## src/rtl/wsdf_pkg.sv

```systemverilog
// ----------------------------------------------------------------------------
// wsdf_pkg
// Shared types and codes for the WebSocket frame deframer.
// ----------------------------------------------------------------------------
package wsdf_pkg;

  // parser phases
  localparam logic [2:0] PH_HDR0  = 3'd0;
  localparam logic [2:0] PH_HDR1  = 3'd1;
  localparam logic [2:0] PH_EXT   = 3'd2;
  localparam logic [2:0] PH_MASK  = 3'd3;
  localparam logic [2:0] PH_DATA  = 3'd4;
  localparam logic [2:0] PH_ERROR = 3'd5;

  // result kinds (carried on tuser)
  localparam logic [1:0] KIND_DATA  = 2'd0;
  localparam logic [1:0] KIND_EMPTY = 2'd1;
  localparam logic [1:0] KIND_ERROR = 2'd2;

  // error codes, in check order
  localparam logic [2:0] ERR_RSV       = 3'd0;
  localparam logic [2:0] ERR_NOT_FINAL = 3'd1;
  localparam logic [2:0] ERR_UNMASKED  = 3'd2;
  localparam logic [2:0] ERR_BAD_OP    = 3'd3;
  localparam logic [2:0] ERR_CTRL_LONG = 3'd4;
  localparam logic [2:0] ERR_TOO_LONG  = 3'd5;

  // register map (byte address bit 2 selects the register)
  localparam logic REG_MAX_PAYLOAD = 1'b0;
  localparam logic REG_MAX_CONTROL = 1'b1;

  localparam logic [31:0] MAX_PAYLOAD_RST = 32'h0010_0000;
  localparam logic [6:0]  MAX_CONTROL_RST = 7'd125;

  localparam logic [6:0] LEN7_EXT16 = 7'd126;
  localparam logic [6:0] LEN7_EXT64 = 7'd127;

  typedef struct packed {
    logic [31:0] max_payload;
    logic [6:0]  max_control;
  } wsdf_limits_t;

endpackage

```

## src/rtl/wsdf_cfg_regs.sv

```systemverilog
// ----------------------------------------------------------------------------
// wsdf_cfg_regs
// APB register file holding the payload length limits.
// ----------------------------------------------------------------------------
module wsdf_cfg_regs (
  input  logic                  clk,
  input  logic                  rst_n,
  input  logic                  psel,
  input  logic                  penable,
  input  logic                  pwrite,
  input  logic [2:0]            paddr,
  input  logic [31:0]           pwdata,
  output logic [31:0]           prdata,
  output logic                  pready,
  output wsdf_pkg::wsdf_limits_t limits
);

  logic [31:0] max_payload_r;
  logic [6:0]  max_control_r;
  logic        wr_en;

  assign pready = 1'b1;
  assign wr_en  = psel & penable & pwrite & pready;

  always_ff @(posedge clk) begin
    if (!rst_n) begin
      max_payload_r <= wsdf_pkg::MAX_PAYLOAD_RST;
      max_control_r <= wsdf_pkg::MAX_CONTROL_RST;
    end else if (wr_en) begin
      unique case (paddr[2])
        wsdf_pkg::REG_MAX_PAYLOAD: max_payload_r <= pwdata;
        wsdf_pkg::REG_MAX_CONTROL: max_control_r <= pwdata[6:0];
        default: ;
      endcase
    end
  end

  always_comb begin
    unique case (paddr[2])
      wsdf_pkg::REG_MAX_PAYLOAD: prdata = max_payload_r;
      wsdf_pkg::REG_MAX_CONTROL: prdata = {25'd0, max_control_r};
      default:                   prdata = 32'd0;
    endcase
  end

  assign limits.max_payload = max_payload_r;
  assign limits.max_control = max_control_r;

endmodule

```

## src/rtl/websocket_frame_deframer_core.sv

```systemverilog
// ----------------------------------------------------------------------------
// websocket_frame_deframer_core
// Client-to-server WebSocket deframer: header parse, limit checks, unmasking.
// ----------------------------------------------------------------------------
// Usage:
//   in_*  : one received stream byte per item (in_tdata).
//   out_* : zero or one result per input byte. tuser = kind (payload byte,
//           empty frame, error); tlast marks the final payload byte of a frame
//           or an empty frame; tdata carries the byte, opcode and error code.
//   cfg_* : APB port, 0x0 max_payload_bytes, 0x4 max_control_bytes. Write
//           only while the stream is idle.
// Latency: a result appears on out_tvalid the cycle after the byte that
//   causes it is accepted. Throughput is one byte per cycle while results are
//   taken (out_tready high): the parser phase update and the length compare
//   sit between the accept edge and the single output register.
// Stall: in_tready = !out_tvalid | out_tready, so a held result stalls input
//   only until it is taken; bytes that yield no result still need a free slot.
// Reset: synchronous rst_n returns to "first header byte expected", clears
//   the output slot and restores the default limits. An error is reported
//   once and then all further bytes are swallowed until reset.
// ----------------------------------------------------------------------------
module websocket_frame_deframer_core (
  input  logic        clk,
  input  logic        rst_n,
  // input stream
  input  logic        in_tvalid,
  output logic        in_tready,
  input  logic [7:0]  in_tdata,   // [7:0] rx_byte
  // result stream
  output logic        out_tvalid,
  input  logic        out_tready,
  output logic [15:0] out_tdata,  // [7:0] data_byte, [11:8] opcode,
                                  // [14:12] error_code, [15] zero
  output logic [1:0]  out_tuser,  // [1:0] kind
  output logic        out_tlast,  // last
  // configuration
  input  logic        cfg_psel,
  input  logic        cfg_penable,
  input  logic        cfg_pwrite,
  input  logic [2:0]  cfg_paddr,
  input  logic [31:0] cfg_pwdata,
  output logic [31:0] cfg_prdata,
  output logic        cfg_pready
);

  wsdf_pkg::wsdf_limits_t limits;

  wsdf_cfg_regs u_cfg (
    .clk     (clk),
    .rst_n   (rst_n),
    .psel    (cfg_psel),
    .penable (cfg_penable),
    .pwrite  (cfg_pwrite),
    .paddr   (cfg_paddr),
    .pwdata  (cfg_pwdata),
    .prdata  (cfg_prdata),
    .pready  (cfg_pready),
    .limits  (limits)
  );

  // parser state
  logic [2:0]  phase_r,   phase_nxt;
  logic [7:0]  hdr0_r,    hdr0_nxt;
  logic [63:0] dlen_r,    dlen_nxt;
  logic [3:0]  ext_r,     ext_nxt;
  logic [31:0] key_r,     key_nxt;
  logic [1:0]  keycnt_r,  keycnt_nxt;
  logic [31:0] left_r,    left_nxt;
  logic [1:0]  kidx_r,    kidx_nxt;

  // output slot
  logic        ovld_r;
  logic [1:0]  okind_r,   okind_nxt;
  logic [7:0]  odata_r,   odata_nxt;
  logic [3:0]  oop_r;
  logic        olast_r,   olast_nxt;
  logic [2:0]  ocode_r,   ocode_nxt;
  logic        res_nxt;

  logic        in_acc;
  logic [7:0]  b;
  logic [3:0]  op;
  logic        len_chk;
  logic [63:0] len_full;
  logic [7:0]  kb;

  assign in_tready = ~ovld_r | out_tready;
  assign in_acc    = in_tvalid & in_tready;
  assign b         = in_tdata;
  assign op        = hdr0_r[3:0];

  // mask key byte 0 is the first received, i.e. the top byte of key_r
  always_comb begin
    case (kidx_r)
      2'd0:    kb = key_r[31:24];
      2'd1:    kb = key_r[23:16];
      2'd2:    kb = key_r[15:8];
      default: kb = key_r[7:0];
    endcase
  end

  always_comb begin
    phase_nxt  = phase_r;
    hdr0_nxt   = hdr0_r;
    dlen_nxt   = dlen_r;
    ext_nxt    = ext_r;
    key_nxt    = key_r;
    keycnt_nxt = keycnt_r;
    left_nxt   = left_r;
    kidx_nxt   = kidx_r;
    res_nxt    = 1'b0;
    okind_nxt  = wsdf_pkg::KIND_DATA;
    odata_nxt  = 8'd0;
    olast_nxt  = 1'b0;
    ocode_nxt  = wsdf_pkg::ERR_RSV;
    len_chk    = 1'b0;
    len_full   = {57'd0, b[6:0]};

    unique case (phase_r)
      wsdf_pkg::PH_HDR0: begin
        hdr0_nxt  = b;
        phase_nxt = wsdf_pkg::PH_HDR1;
      end
      wsdf_pkg::PH_HDR1: begin
        dlen_nxt = 64'd0;
        if (hdr0_r[6:4] != 3'd0) begin
          res_nxt   = 1'b1;
          ocode_nxt = wsdf_pkg::ERR_RSV;
        end else if (!hdr0_r[7]) begin
          res_nxt   = 1'b1;
          ocode_nxt = wsdf_pkg::ERR_NOT_FINAL;
        end else if (!b[7]) begin
          res_nxt   = 1'b1;
          ocode_nxt = wsdf_pkg::ERR_UNMASKED;
        end else if (op > 4'hA || (op > 4'h2 && op < 4'h8)) begin
          res_nxt   = 1'b1;
          ocode_nxt = wsdf_pkg::ERR_BAD_OP;
        end else if (b[6:0] == wsdf_pkg::LEN7_EXT16) begin
          ext_nxt   = 4'd2;
          phase_nxt = wsdf_pkg::PH_EXT;
        end else if (b[6:0] == wsdf_pkg::LEN7_EXT64) begin
          ext_nxt   = 4'd8;
          phase_nxt = wsdf_pkg::PH_EXT;
        end else begin
          len_chk = 1'b1;
        end
      end
      wsdf_pkg::PH_EXT: begin
        len_full = {dlen_r[55:0], b};
        dlen_nxt = len_full;
        ext_nxt  = ext_r - 4'd1;
        len_chk  = (ext_r == 4'd1);
      end
      wsdf_pkg::PH_MASK: begin
        key_nxt    = {key_r[23:0], b};
        keycnt_nxt = keycnt_r + 2'd1;
        if (keycnt_r == 2'd3) begin
          kidx_nxt = 2'd0;
          if (left_r == 32'd0) begin
            res_nxt   = 1'b1;
            okind_nxt = wsdf_pkg::KIND_EMPTY;
            olast_nxt = 1'b1;
            phase_nxt = wsdf_pkg::PH_HDR0;
          end else begin
            phase_nxt = wsdf_pkg::PH_DATA;
          end
        end
      end
      wsdf_pkg::PH_DATA: begin
        res_nxt   = 1'b1;
        odata_nxt = b ^ kb;
        kidx_nxt  = kidx_r + 2'd1;
        left_nxt  = left_r - 32'd1;
        olast_nxt = (left_r == 32'd1);
        if (left_r == 32'd1) phase_nxt = wsdf_pkg::PH_HDR0;
      end
      default: ; // error phase: swallow everything
    endcase

    // full declared length known: control limit, then general limit
    if (len_chk) begin
      if (hdr0_r[3] && len_full > {57'd0, limits.max_control}) begin
        res_nxt   = 1'b1;
        ocode_nxt = wsdf_pkg::ERR_CTRL_LONG;
      end else if (len_full > {32'd0, limits.max_payload}) begin
        res_nxt   = 1'b1;
        ocode_nxt = wsdf_pkg::ERR_TOO_LONG;
      end else begin
        left_nxt   = len_full[31:0];
        key_nxt    = 32'd0;
        keycnt_nxt = 2'd0;
        kidx_nxt   = 2'd0;
        phase_nxt  = wsdf_pkg::PH_MASK;
      end
    end

    // any result raised from the header or length checks is an error
    if (res_nxt && (phase_r == wsdf_pkg::PH_HDR1 || phase_r == wsdf_pkg::PH_EXT)) begin
      okind_nxt = wsdf_pkg::KIND_ERROR;
      phase_nxt = wsdf_pkg::PH_ERROR;
    end
  end

  always_ff @(posedge clk) begin
    if (!rst_n) begin
      phase_r <= wsdf_pkg::PH_HDR0;
      ovld_r  <= 1'b0;
    end else begin
      if (in_acc) begin
        phase_r <= phase_nxt;
        ovld_r  <= res_nxt;
      end else if (out_tready) begin
        ovld_r  <= 1'b0;
      end
    end
  end

  always_ff @(posedge clk) begin
    if (in_acc) begin
      hdr0_r   <= hdr0_nxt;
      dlen_r   <= dlen_nxt;
      ext_r    <= ext_nxt;
      key_r    <= key_nxt;
      keycnt_r <= keycnt_nxt;
      left_r   <= left_nxt;
      kidx_r   <= kidx_nxt;
      if (res_nxt) begin
        okind_r <= okind_nxt;
        odata_r <= odata_nxt;
        oop_r   <= op;
        olast_r <= olast_nxt;
        ocode_r <= ocode_nxt;
      end
    end
  end

  assign out_tvalid = ovld_r;
  assign out_tuser  = okind_r;
  assign out_tlast  = olast_r;
  assign out_tdata  = {1'b0, ocode_r, oop_r, odata_r};

`ifndef NO_ASSERTIONS
  // errors are sticky until reset
  a_err_sticky: assert property (@(posedge clk) disable iff (!rst_n)
    phase_r == wsdf_pkg::PH_ERROR |=> phase_r == wsdf_pkg::PH_ERROR)
    else $error("deframer left error phase without reset");

  // payload phase always has bytes left to deliver
  a_data_left: assert property (@(posedge clk) disable iff (!rst_n)
    phase_r == wsdf_pkg::PH_DATA |-> left_r != 32'd0)
    else $error("payload phase with zero bytes left");

  // error results carry neither data nor last
  a_err_fields: assert property (@(posedge clk) disable iff (!rst_n)
    ovld_r && okind_r == wsdf_pkg::KIND_ERROR |-> !olast_r && odata_r == 8'd0)
    else $error("error result with data or last set");

  // an error result puts the parser into the error phase
  a_err_phase: assert property (@(posedge clk) disable iff (!rst_n)
    in_acc && res_nxt && okind_nxt == wsdf_pkg::KIND_ERROR
      |=> phase_r == wsdf_pkg::PH_ERROR)
    else $error("error result without entering error phase");
`endif

endmodule

```

## config.mk

```make
export PLATFORM = sky130hd
export DESIGN_NAME = websocket_frame_deframer_core
export DESIGN_NICKNAME = d
export VERILOG_FILES = /design/src/rtl/wsdf_pkg.sv /design/src/rtl/wsdf_cfg_regs.sv /design/src/rtl/websocket_frame_deframer_core.sv
export SDC_FILE = /design/constraint.sdc
export NUM_CORES = 1
export LEC_CHECK = 0
export BUFFER_PORTS_ARGS = -buffer_cell sky130_fd_sc_hd__buf_2
export CORE_MARGIN = 1.5
export CORE_UTILIZATION = 60
export DETAILED_ROUTE_END_ITERATION = 6
export PLACE_DENSITY = 0.77
export SYNTH_ARGS = -nofsm -noshare
export SYNTH_HDL_FRONTEND = slang
export SYNTH_SLANG_ARGS = --single-unit
```

## constraint.sdc

```tcl
create_clock -name clk -period 10.75 [get_ports clk]
set_input_delay 2.6875 -clock clk [delete_from_list [all_inputs] [get_ports clk]]
set_output_delay 2.6875 -clock clk [all_outputs]
set_load 0.005 [all_outputs]
```

After elaboration in Yosys (flattened, before gate mapping)
Cells that the tools add are included.
{"block": "op_classes", "n_addsub": 4, "n_lt_le_gt_ge": 5, "n_eq_ne": 16, "mux": 71, "bitwise_logic": 9, "n_reduce_logical": 18}
{"operator": "2-to-1 mux 32 bit", "count": 8}
{"operator": "one-hot mux 56 bit (2 select lines)", "count": 1}
{"operator": "greater-than comparator 64 x 32 -> 1 bit", "count": 1}
{"operator": "greater-than comparator 64 x 7 -> 1 bit", "count": 1}
{"operator": "2-to-1 mux 64 bit", "count": 1}
{"operator": "one-hot mux 32 bit (2 select lines)", "count": 1}
{"operator": "2-to-1 mux 3 bit", "count": 16}
{"operator": "equality test 32 x 1 -> 1 bit (second input constant)", "count": 1}
{"operator": "zero test 32 bit", "count": 1}
{"operator": "subtractor 32 x 1 -> 32 bit (second input constant)", "count": 1}
{"operator": "2-to-1 mux 2 bit", "count": 13}
{"operator": "2-to-1 mux 4 bit", "count": 6}
{"operator": "one-hot mux 8 bit (3 select lines)", "count": 1}
{"operator": "2-to-1 mux 1 bit", "count": 18}
{"operator": "equality test 7 bit (second input constant)", "count": 2}
{"operator": "one-hot mux 3 bit (4 select lines)", "count": 1}
{"operator": "AND reduction 2 bit", "count": 5}
{"operator": "inequality test 2 bit (second input constant)", "count": 4}
{"operator": "one-hot mux 4 bit (2 select lines)", "count": 1}
{"operator": "bitwise XOR 8 bit", "count": 1}
{"operator": "AND reduction 7 bit", "count": 1}
{"operator": "equality test 3 x 2 -> 1 bit (second input constant)", "count": 2}
{"operator": "adder 2 x 1 -> 2 bit (second input constant)", "count": 2}
{"operator": "equality test 2 bit (second input constant)", "count": 2}
{"operator": "22 further kinds", "count": 32}
{"block": "totals", "regBits": 197}

Longest topological paths before layout
Gate-level depths: netlist (run 1).
{"block": "logic_depth", "word_depth": 13, "mapped_depth": 15, "mapped_depth_nobuf": 11}

Modules after synthesis
A second synthesis (run 1) with hierarchy kept.
{"block": "hier_totals", "hier_cells": 1054, "hier_area_um2": 10640.2}
{"module": "websocket_frame_deframer_core", "n_inst": 1, "cells_each": 846, "area_each_um2": 8778.4, "seq_area_each_um2": 4704.5}
{"module": "wsdf_cfg_regs", "n_inst": 1, "cells_each": 208, "area_each_um2": 1861.8, "seq_area_each_um2": 780.7}

Worst setup path after synthesis (run 1)
No wires, ideal clock.
{"block": "synth_path", "path_kind": "input port to flip-flop", "start": "in out_tready", "end": "reg ext_r[0] (enable)", "arrival_time_ps": 7793, "setup_slack_ps": 2643, "path_stages": 4, "path_buffers": 0, "cell_sequence": "nand2b_1 > nand2_1 > a211oi_1 > o31a_1"}
{"block": "synth_via", "elab_chain_len": 3}
{"element": "start, declared", "line": "websocket_frame_deframer_core.sv:31", "source": "input logic out_tready,"}
{"element": "bitwise OR 1 bit", "line": "websocket_frame_deframer_core.sv:87", "source": "assign in_tready = ~ovld_r | out_tready;"}
{"element": "AND 1 bit", "line": "websocket_frame_deframer_core.sv:88", "source": "assign in_acc = in_tvalid & in_tready;"}
{"element": "AND reduction 7 bit (no source line)"}
{"element": "end signal, assigned", "line": "websocket_frame_deframer_core.sv:222", "source": "ext_r <= ext_nxt;"}
{"element": "end, declared", "line": "websocket_frame_deframer_core.sv:65", "source": "logic [3:0] ext_r, ext_nxt;"}
Every way passes these cells.
A chain may end at the register's enable or synchronous reset.

Worst setup path after layout (run 1)
{"block": "layout_path", "start": "in cfg_paddr[2]", "end": "out cfg_prdata[0]"}
{"block": "layout_via", "elab_chain_len": 2}
{"element": "start, declared", "line": "websocket_frame_deframer_core.sv:40", "source": "input logic [2:0] cfg_paddr,"}
{"element": "inverter 1 bit", "line": "wsdf_cfg_regs.sv:39", "source": "unique case (paddr[2])"}
{"element": "one-hot mux 32 bit (2 select lines) *", "line": "wsdf_cfg_regs.sv:39"}
{"element": "end, declared", "line": "websocket_frame_deframer_core.sv:42", "source": "output logic [31:0] cfg_prdata,"}
Mark *: on every way between the ends. The rest lies on a longest branch, timed or not.

==> qor.yml, run 1 <==
detailed_routing:
  drc: 0
  drt_iter0_drc: 745
  ant_nets: 0
  wl_per_cell_um: 16.10
  vias: 7697
  routed_via_density: 5.710
  dr.pass1.iters: 6
  wl_mm: 21.70
synth:
  yosysSeqAreaShare_pct: 53.15
  synth_top_area_share_pct: 44.81
  netlist_instances: 1043
  syn_area_um2: 10320
  synth_nets: 1141
  synth_cell_types: 60
  synthFlopType: "edfxtp_1"
  async_reset_ff_share_pct: 0
  synth_edf_count: 154
  synthTopCellsByArea: "edfxtp_1, dfxtp_1, nand2_1, ha_1, and2_1"
  ys_warn_count: 0
  avgSynthCellArea_um2: 9.896
  ys_ff_latch: 197
  synth_top_area_cell: "edfxtp_1"
cells_and_area:
  multi_input_area_um2: 4434
  area_growth_pct: 11.41
  drive_gt1_share_pct: 14.02
  seqCellArea_um2: 5485
  fillers: 1310
  final_cell_mix: "nand2_1, edfxtp_1, buf_2"
  mostFrequentLayoutCell: "nand2_1"
  nNetsFinal: 1212
worst_setup_path:
  cp_slowest_stage_delay_ns: 0.53
  crit_type: "in2out"
  worstPathArrival_ns: 3.75
  reg2reg_depth: 12
  required_ns: 8.06
  cp_slowest_cell: "buf_2"
  crit_chain: "buf_2 > mux2_2 > buf_2"
  endpoint_kind: "output port"
  crit_path_frequent_cell: "buf_2"
  startpoint_type: "primary input"
  critPathTopFamily: "buffers and inverters"
  cp_num_cells: 3
  cp_max_fo: 41
  critPathBufInv: 2
placed_design:
  io_buffer_count: 99
  gp_congestion: 0.8482
  hpwl_mm: 14.91
clock_tree:
  cts_setup_buffers: 0
  clk_path_buf_depth: 2
  cts_tree: "built"
  hold_buffers: 0
  cts_buffers: 17
  htreeDepth: 4
  ctsRootBufferMaster: "clkbuf_16"
  clkTransAtPathRegs_ns: 0.06
  clock-sinks: 197
  insertion_delay_ns: 0.44
  ctsResizeCount: 0
power_and_ir_drop:
  power_leakage_nw: 4.298
  ir_drop_mv: 0.1142
  switching_power_uw: 381.4
  pwr-share-comb_pct: 8.8
  swShare_pct: 23.44
  internal_power_mw: 1.246
  power.density_nw_per_um2: 141.5
  clkPwrFrac_pct: 36.3
  power_mw: 1.627
  p_seq_share_pct: 54.8
timing:
  finalHoldViolations: 0
  setup_viol: 0
  max_freq_ghz: 0.1553
  period_share_pct: 59.89
  slew-limit-headroom_pct: 23.32
  rsz0062_at_grt: "false"
  worst_pin_slew_ns: 1.150
  slew_viol_final: 0
  min_period_ns: 6.439
  finClkSkew_ns: 0.009465
  finalSetupTns_ns: 0
min_path:
  hold_path_class: "reg2reg"
  hold_path_depth: 0
floorplanning:
  die_area_um2: 18000
  fp.dieW_um: 134.2
  num_rows: 47
  ios: 104
  start_util_pct: 61.80
  core-area_um2: 16700
  fp.dieH_um: 134.2
global_routing:
  grt_pass1_wl_mm: 35.32
  grt_max_degree: 82
  grt_pass1_vias: 7063
  grt_usage_pct: 25.05
  antenna_found_initial: 1
  overflow: 0
status:
  status: "finished clean"
run:
  drv_cap: 0
==> layout make-up <==
class	instances	share of cell area (%)
sequential	197	47.70
multi-input combinational	737	38.56
timing repair buffer	108	4.897
clock buffer	22	3.950
tap	220	2.394
inverter	53	1.730
clock inverter	10	0.7399
antenna	1	0.02176
==> worst register-to-register path, cell delays in order, from the launching register on <==
cell and delay [ns]:
dfxtp_1 0.53, nand2b_1 0.25, nor2_4 0.14, buf_4 0.47, and2_1 0.33, ha_1 0.18, nand4_1 0.18, nor4_1 0.59
a22oi_1 0.39, nor4_4 0.43, buf_4 0.38, and2_1 0.83, o21ai_0 0.24
==> power groups by stage <==
stage / Sequential (mW) / Clock [mW] / Combinational, mW
global placement: 0.906 / 0 / 0.140
global route: 0.896 / 0.623 / 0.161
CTS: 0.892 / 0.598 / 0.144
floorplan: 0.902 / 0 / 0.0974
finish: 0.892 / 0.592 / 0.144
detailed placement: 0.908 / 0 / 0.143
==> Yosys cell counts (35+ instances only) <==
cell / n
nand2_1: 172
edfxtp_1: 154
and2_1: 81
nor2_1: 65
a21oi_1: 64
o21ai_0: 55
inv_1: 53
ha_1: 48
dfxtp_1: 43
clkbuf_1: 42
nand3_1: 40
xnor2_1: 35
==> through the flow <==
step	setup WS, ns	utilization [%]	hold WS [ns]	std cells	area (µm²)
after CTS	4.304	68.83	0.4494	1347	11500
after floorplan	2.643	-	0.4264	1043	10320
after global routing	4.223	68.83	0.4627	1347	11500
after global placement	4.302	65.61	0.4319	1315	10960
after detailed placement	4.223	65.61	0.4340	1315	10960
final	4.311	68.85	0.4472	1348	11500
==> cells by family after synthesis <==
kind of cell	share of synthesized area, %
buffers and inverters	4.170
adder cells (fa/ha/maj)	5.819
flip-flops	53.15
XOR/XNOR	3.564
multiplexers	0.4364
other	0.07276
AO/OA/AOI/OAI	11.26
AND/OR/NAND/NOR	21.53
==> per-layer routing <==
layer | track usage (%) | wire, µm
met5 | 0 | 0
met4 | 8.065 | 397
met3 | 4.649 | 1368
met2 | 39.63 | 9831
met1 | 35.30 | 10110
==> sequential cells by signal, indices dropped and copies added (netlist names) <==
register,cells
keycnt_r,2
hdr0_r,8
oop_r,4
phase_r,3
key_r,32
out_tuser,2
dlen_r,56
kidx_r,2
odata_r,8
ext_r,4
u_cfg.max_control_r,7
u_cfg.max_payload_r,32
left_r,32
out_tvalid,1
out_tlast,1
ocode_r,3
==> worst paths after layout <==
| check | start | end | slack [ns] |
|---|---|---|---|
| worst max register to register | phase_r[1] | left_r[6] | 5.52 |
| worst min-delay path | hdr0_r[0] | oop_r[0] | 0.45 |
| worst max-delay path | cfg_paddr[2] | cfg_prdata[0] | 4.31 |
| worst min register to register | hdr0_r[0] | oop_r[0] | 0.45 |
Note: power is estimated with default switching activity, not from simulation.
==> run 2: changes to the inputs <==
--- a/config.mk
+++ b/config.mk
@@ -5,6 +5,7 @@
 export SDC_FILE = /design/constraint.sdc
 export NUM_CORES = 1
 export LEC_CHECK = 0
+export ABC_AREA = 1
 export BUFFER_PORTS_ARGS = -buffer_cell sky130_fd_sc_hd__buf_2
 export CORE_MARGIN = 1.5
 export CORE_UTILIZATION = 60
==> constraint.sdc (replaced) <==
create_clock -name clk -period 6.2 [get_ports clk]
set_input_delay 1.55 -clock clk [delete_from_list [all_inputs] [get_ports clk]]
set_output_delay 1.55 -clock clk [all_outputs]
set_load 0.005 [all_outputs]
==> run 2 against run 1 <==
Cell count increased by 15%. Synthesized cell count increased by 18%. Setup slack got worse by 2.6 ns. Area after synthesis increased by 2.6%. Clock power increased by 88%. Critical path type is now reg2reg.
==> qor.yml, run 2 <==
status:
  status: "finished clean"  # unchanged
timing:
  max_freq_ghz: 0.2242
  setup_viol: 0  # unchanged
  slew_viol_final: 0  # unchanged
  min_period_ns: 4.461
  worst_slack_ns: 1.739  # was 4.311 ns
  finalSetupTns_ns: 0  # unchanged
  rsz0062_at_grt: "false"  # unchanged
  worst_pin_slew_ns: 0.9103  # was 1.150 ns
  finClkSkew_ns: 0.01074  # was 0.009465 ns
  period_share_pct: 71.95
  holdWs_ns: 0.4625  # was 0.4472 ns
  slew-limit-headroom_pct: 39.31  # was 23.32%
  finalHoldViolations: 0  # unchanged
placed_design:
  dpl_cell_area_um2: 11210  # was 10960 µm²
  gp_congestion: 0.8962  # was 0.8482
  dpl_worst_slack_ns: 1.500  # was 4.223 ns
  dp_cells: 1514  # was 1315
  hpwl_mm: 16.64  # was 14.91 mm
  io_buffer_count: 99  # unchanged
synth:
  ys_ff_latch: 197  # unchanged
  synth_nets: 1327  # was 1141
  ys_warn_count: 0  # unchanged
  synth_cell_types: 39  # was 60
  synth_common_cells: "inv_1, nor2_1, nand2_1"  # was nand2_1, edfxtp_1, and2_1
  async_reset_ff_share_pct: 0  # unchanged
  synthFlopType: "edfxtp_1"  # unchanged
  yosysSeqAreaShare_pct: 51.80  # was 53.15%
  netlist_instances: 1229  # was 1043
  synth.most_common_cell: "inv_1"  # was nand2_1
  synth_top_area_cell: "edfxtp_1"  # unchanged
  syn_area_um2: 10590  # was 10320 µm²
  synth_top_area_share_pct: 43.67  # was 44.81%
  synthTopCellsByArea: "edfxtp_1, dfxtp_1, inv_1, nor2_1, nand2_1"  # was edfxtp_1, dfxtp_1, nand2_1, ha_1, and2_1
  avgSynthCellArea_um2: 8.617  # was 9.896 µm²
  synth_edf_count: 154  # unchanged
cells_and_area:
  largest_register_ffs: 56  # unchanged
  antennaDiodeCount: 0  # was 1
  final_cell_mix: "inv_1, nor2_1, nand2_1"  # was nand2_1, edfxtp_1, buf_2
  final_util_pct: 68.22  # was 68.85%
  area_growth_pct: 11.43  # was 11.41%
  mostFrequentLayoutCell: "inv_1"  # was nand2_1
  stdcell_count: 1546  # was 1348
  top_register: "dlen_r"  # unchanged
  nNetsFinal: 1406  # was 1212
  drive_gt1_share_pct: 12.04  # was 14.02%
  design_area_um2: 11800  # was 11500 µm²
global_routing:
  top_usage_layer: "met2"  # unchanged
  grt_pass1_wl_mm: 38.01  # was 35.32 mm
  met1_usage_pct: 36.89  # was 35.30%
  antenna_found_initial: 0  # was 1
  grt_usage_pct: 26.50  # was 25.05%
  grt_pass1_vias: 7746  # was 7063
  grt_max_degree: 72  # was 82
  gr-usage-met3_pct: 4.959  # was 4.649%
  overflow: 0  # unchanged
  grtUsageMet2_pct: 42.67  # was 39.63%
clock_tree:
  ctsResizeCount: 0  # unchanged
  clk_path_buf_depth: 2  # unchanged
  insertion_delay_ns: 0.44  # about the same
  clkTransAtPathRegs_ns: 0.07  # was 0.06 ns
  hold_buffers: 0  # unchanged
  clock-sinks: 197  # unchanged
  htreeDepth: 4  # unchanged
  cts_buffers: 17  # unchanged
  cts_setup_buffers: 0  # unchanged
  ctsRootBufferMaster: "clkbuf_16"  # unchanged
  cts_tree: "built"  # unchanged
power_and_ir_drop:
  clkPwrFrac_pct: 37.5  # was 36.3%
  internal_power_mw: 2.200  # was 1.246 mW
  swShare_pct: 25.64  # was 23.44%
  switching_power_uw: 758.6  # was 381.4 µW
  p_seq_share_pct: 52.4  # was 54.8%
  pwr-share-comb_pct: 10.1  # was 8.8%
  power.density_nw_per_um2: 250.7  # was 141.5 nW/µm²
  power_mw: 2.959  # was 1.627 mW
  ir_drop_mv: 0.2069  # was 0.1142 mV
  power_leakage_nw: 5.415  # was 4.298 nW
floorplanning:
  ios: 104  # unchanged
  fp.dieH_um: 135.9  # was 134.2 µm
  start_util_pct: 61.23  # was 61.80%
  core-area_um2: 17300  # was 16700 µm²
  num_rows: 48  # was 47
  fp.dieW_um: 135.9  # was 134.2 µm
  die_area_um2: 18460  # was 18000 µm²
worst_setup_path:
  rr_startpoint: "phase_r[2]"  # was phase_r[1]
  required_ns: 6.39  # was 8.06 ns
  r2r_end: "left_r[22]"  # was left_r[6]
  crit_type: "reg2reg"  # was in2out
  worstPathArrival_ns: 4.65  # was 3.75 ns
  reg2reg_depth: 19  # was 12
  cp_max_fo: 55  # was 41
  startpoint_type: "flip-flop"  # was primary input
  endpoint_kind: "flip-flop"  # was output port
  reg2reg_slack_ns: 1.74  # was 5.52 ns
detailed_routing:
  ant_nets: 0  # unchanged
  wl_mm: 23.64  # was 21.70 mm
  routed_via_density: 5.442  # was 5.710
  wl_per_cell_um: 15.29  # was 16.10 µm
  vias: 8413  # was 7697
  dr.pass1.iters: 5  # was 6
  drt_iter0_drc: 938  # was 745
  drc: 0  # unchanged
min_path:
  min_from: "hdr0_r[0]"  # unchanged
  hold_end: "oop_r[0]"  # unchanged
  hold_path_depth: 0  # unchanged
  hold_path_class: "reg2reg"  # unchanged
run:
  drv_cap: 0  # unchanged
-- run 2: cell count changes in the layout (fill, tap and decap cells not counted), moves of 11 or more --
cell / delta
nand3_1: -11
inv_1: +167
xnor2_1: -22
and2_1: -81
a21oi_1: +14
nor2_1: +122
o21ai_0: +47
o211ai_1: +38
a21boi_0: -32
nor4_1: -17
-- run 2: kinds of logic after synthesis --
| family | synth area share, % |
|---|---|
| xor+xnor | 2.316 |
| simple gates | 16.88 |
| fa+ha+maj | 5.671 |
| flops | 51.80 |
| buf+inv | 10.15 |
| other cells | 0.07091 |
| compound gates | 13.11 |
-- run 2: critical path, cell delays in order (launching register included) --
cell,delay [ns]
dfxtp_1,0.34
inv_2,0.20
nand3_2,0.41
inv_1,0.48
nand2_1,0.13
inv_1,0.14
ha_1,0.26
nand2_1,0.07
nand2_1,0.06
nand3_1,0.08
nand2_1,0.05
nand2_1,0.05
nand2_1,0.04
a21oi_1,0.25
nand3_1,0.19
nand2_1,0.15
nand3_4,0.50
buf_4,0.50
o21ai_0,0.20
inv_1,0.06
-- run 2: worst max path at each step --
stage | startpoint | slack, ns | to
after floorplan | out_tready | 1.54 | dlen_r[0]
after global placement | in_tdata[7] | 1.58 | left_r[22]
after detailed placement | in_tdata[7] | 1.50 | left_r[8]
after CTS | phase_r[2] | 1.82 | left_r[8]
after global routing | phase_r[2] | 1.36 | left_r[29]
final | phase_r[2] | 1.74 | left_r[22]
-- run 2: per-layer routing --
layer / part of all wire (%) / up-vias
met5: 0 / -
met3: 6.7 / 38
met4: 1.7 / 0
li1: - / 4190
met2: 47 / 331
met1: 45 / 3854
-- run 2: cell type report --
class,count,area (µm²)
clock inverter,14,137.6
timing repair buffer,107,555.5
fill,1358,5497
inverter,223,837.1
clock buffer,18,450.4
tap,225,281.5
sequential,197,5485
multi-input combinational,762,4053
-- run 2: power by group through the flow --
stage               logic (mW)  registers [mW]  clock network [mW]
floorplan                0.200            1.57                   0
global placement         0.283            1.58                   0
detailed placement       0.295            1.58                   0
CTS                      0.297            1.55                1.12
global route             0.339            1.56                1.17
finish                   0.300            1.55                1.11
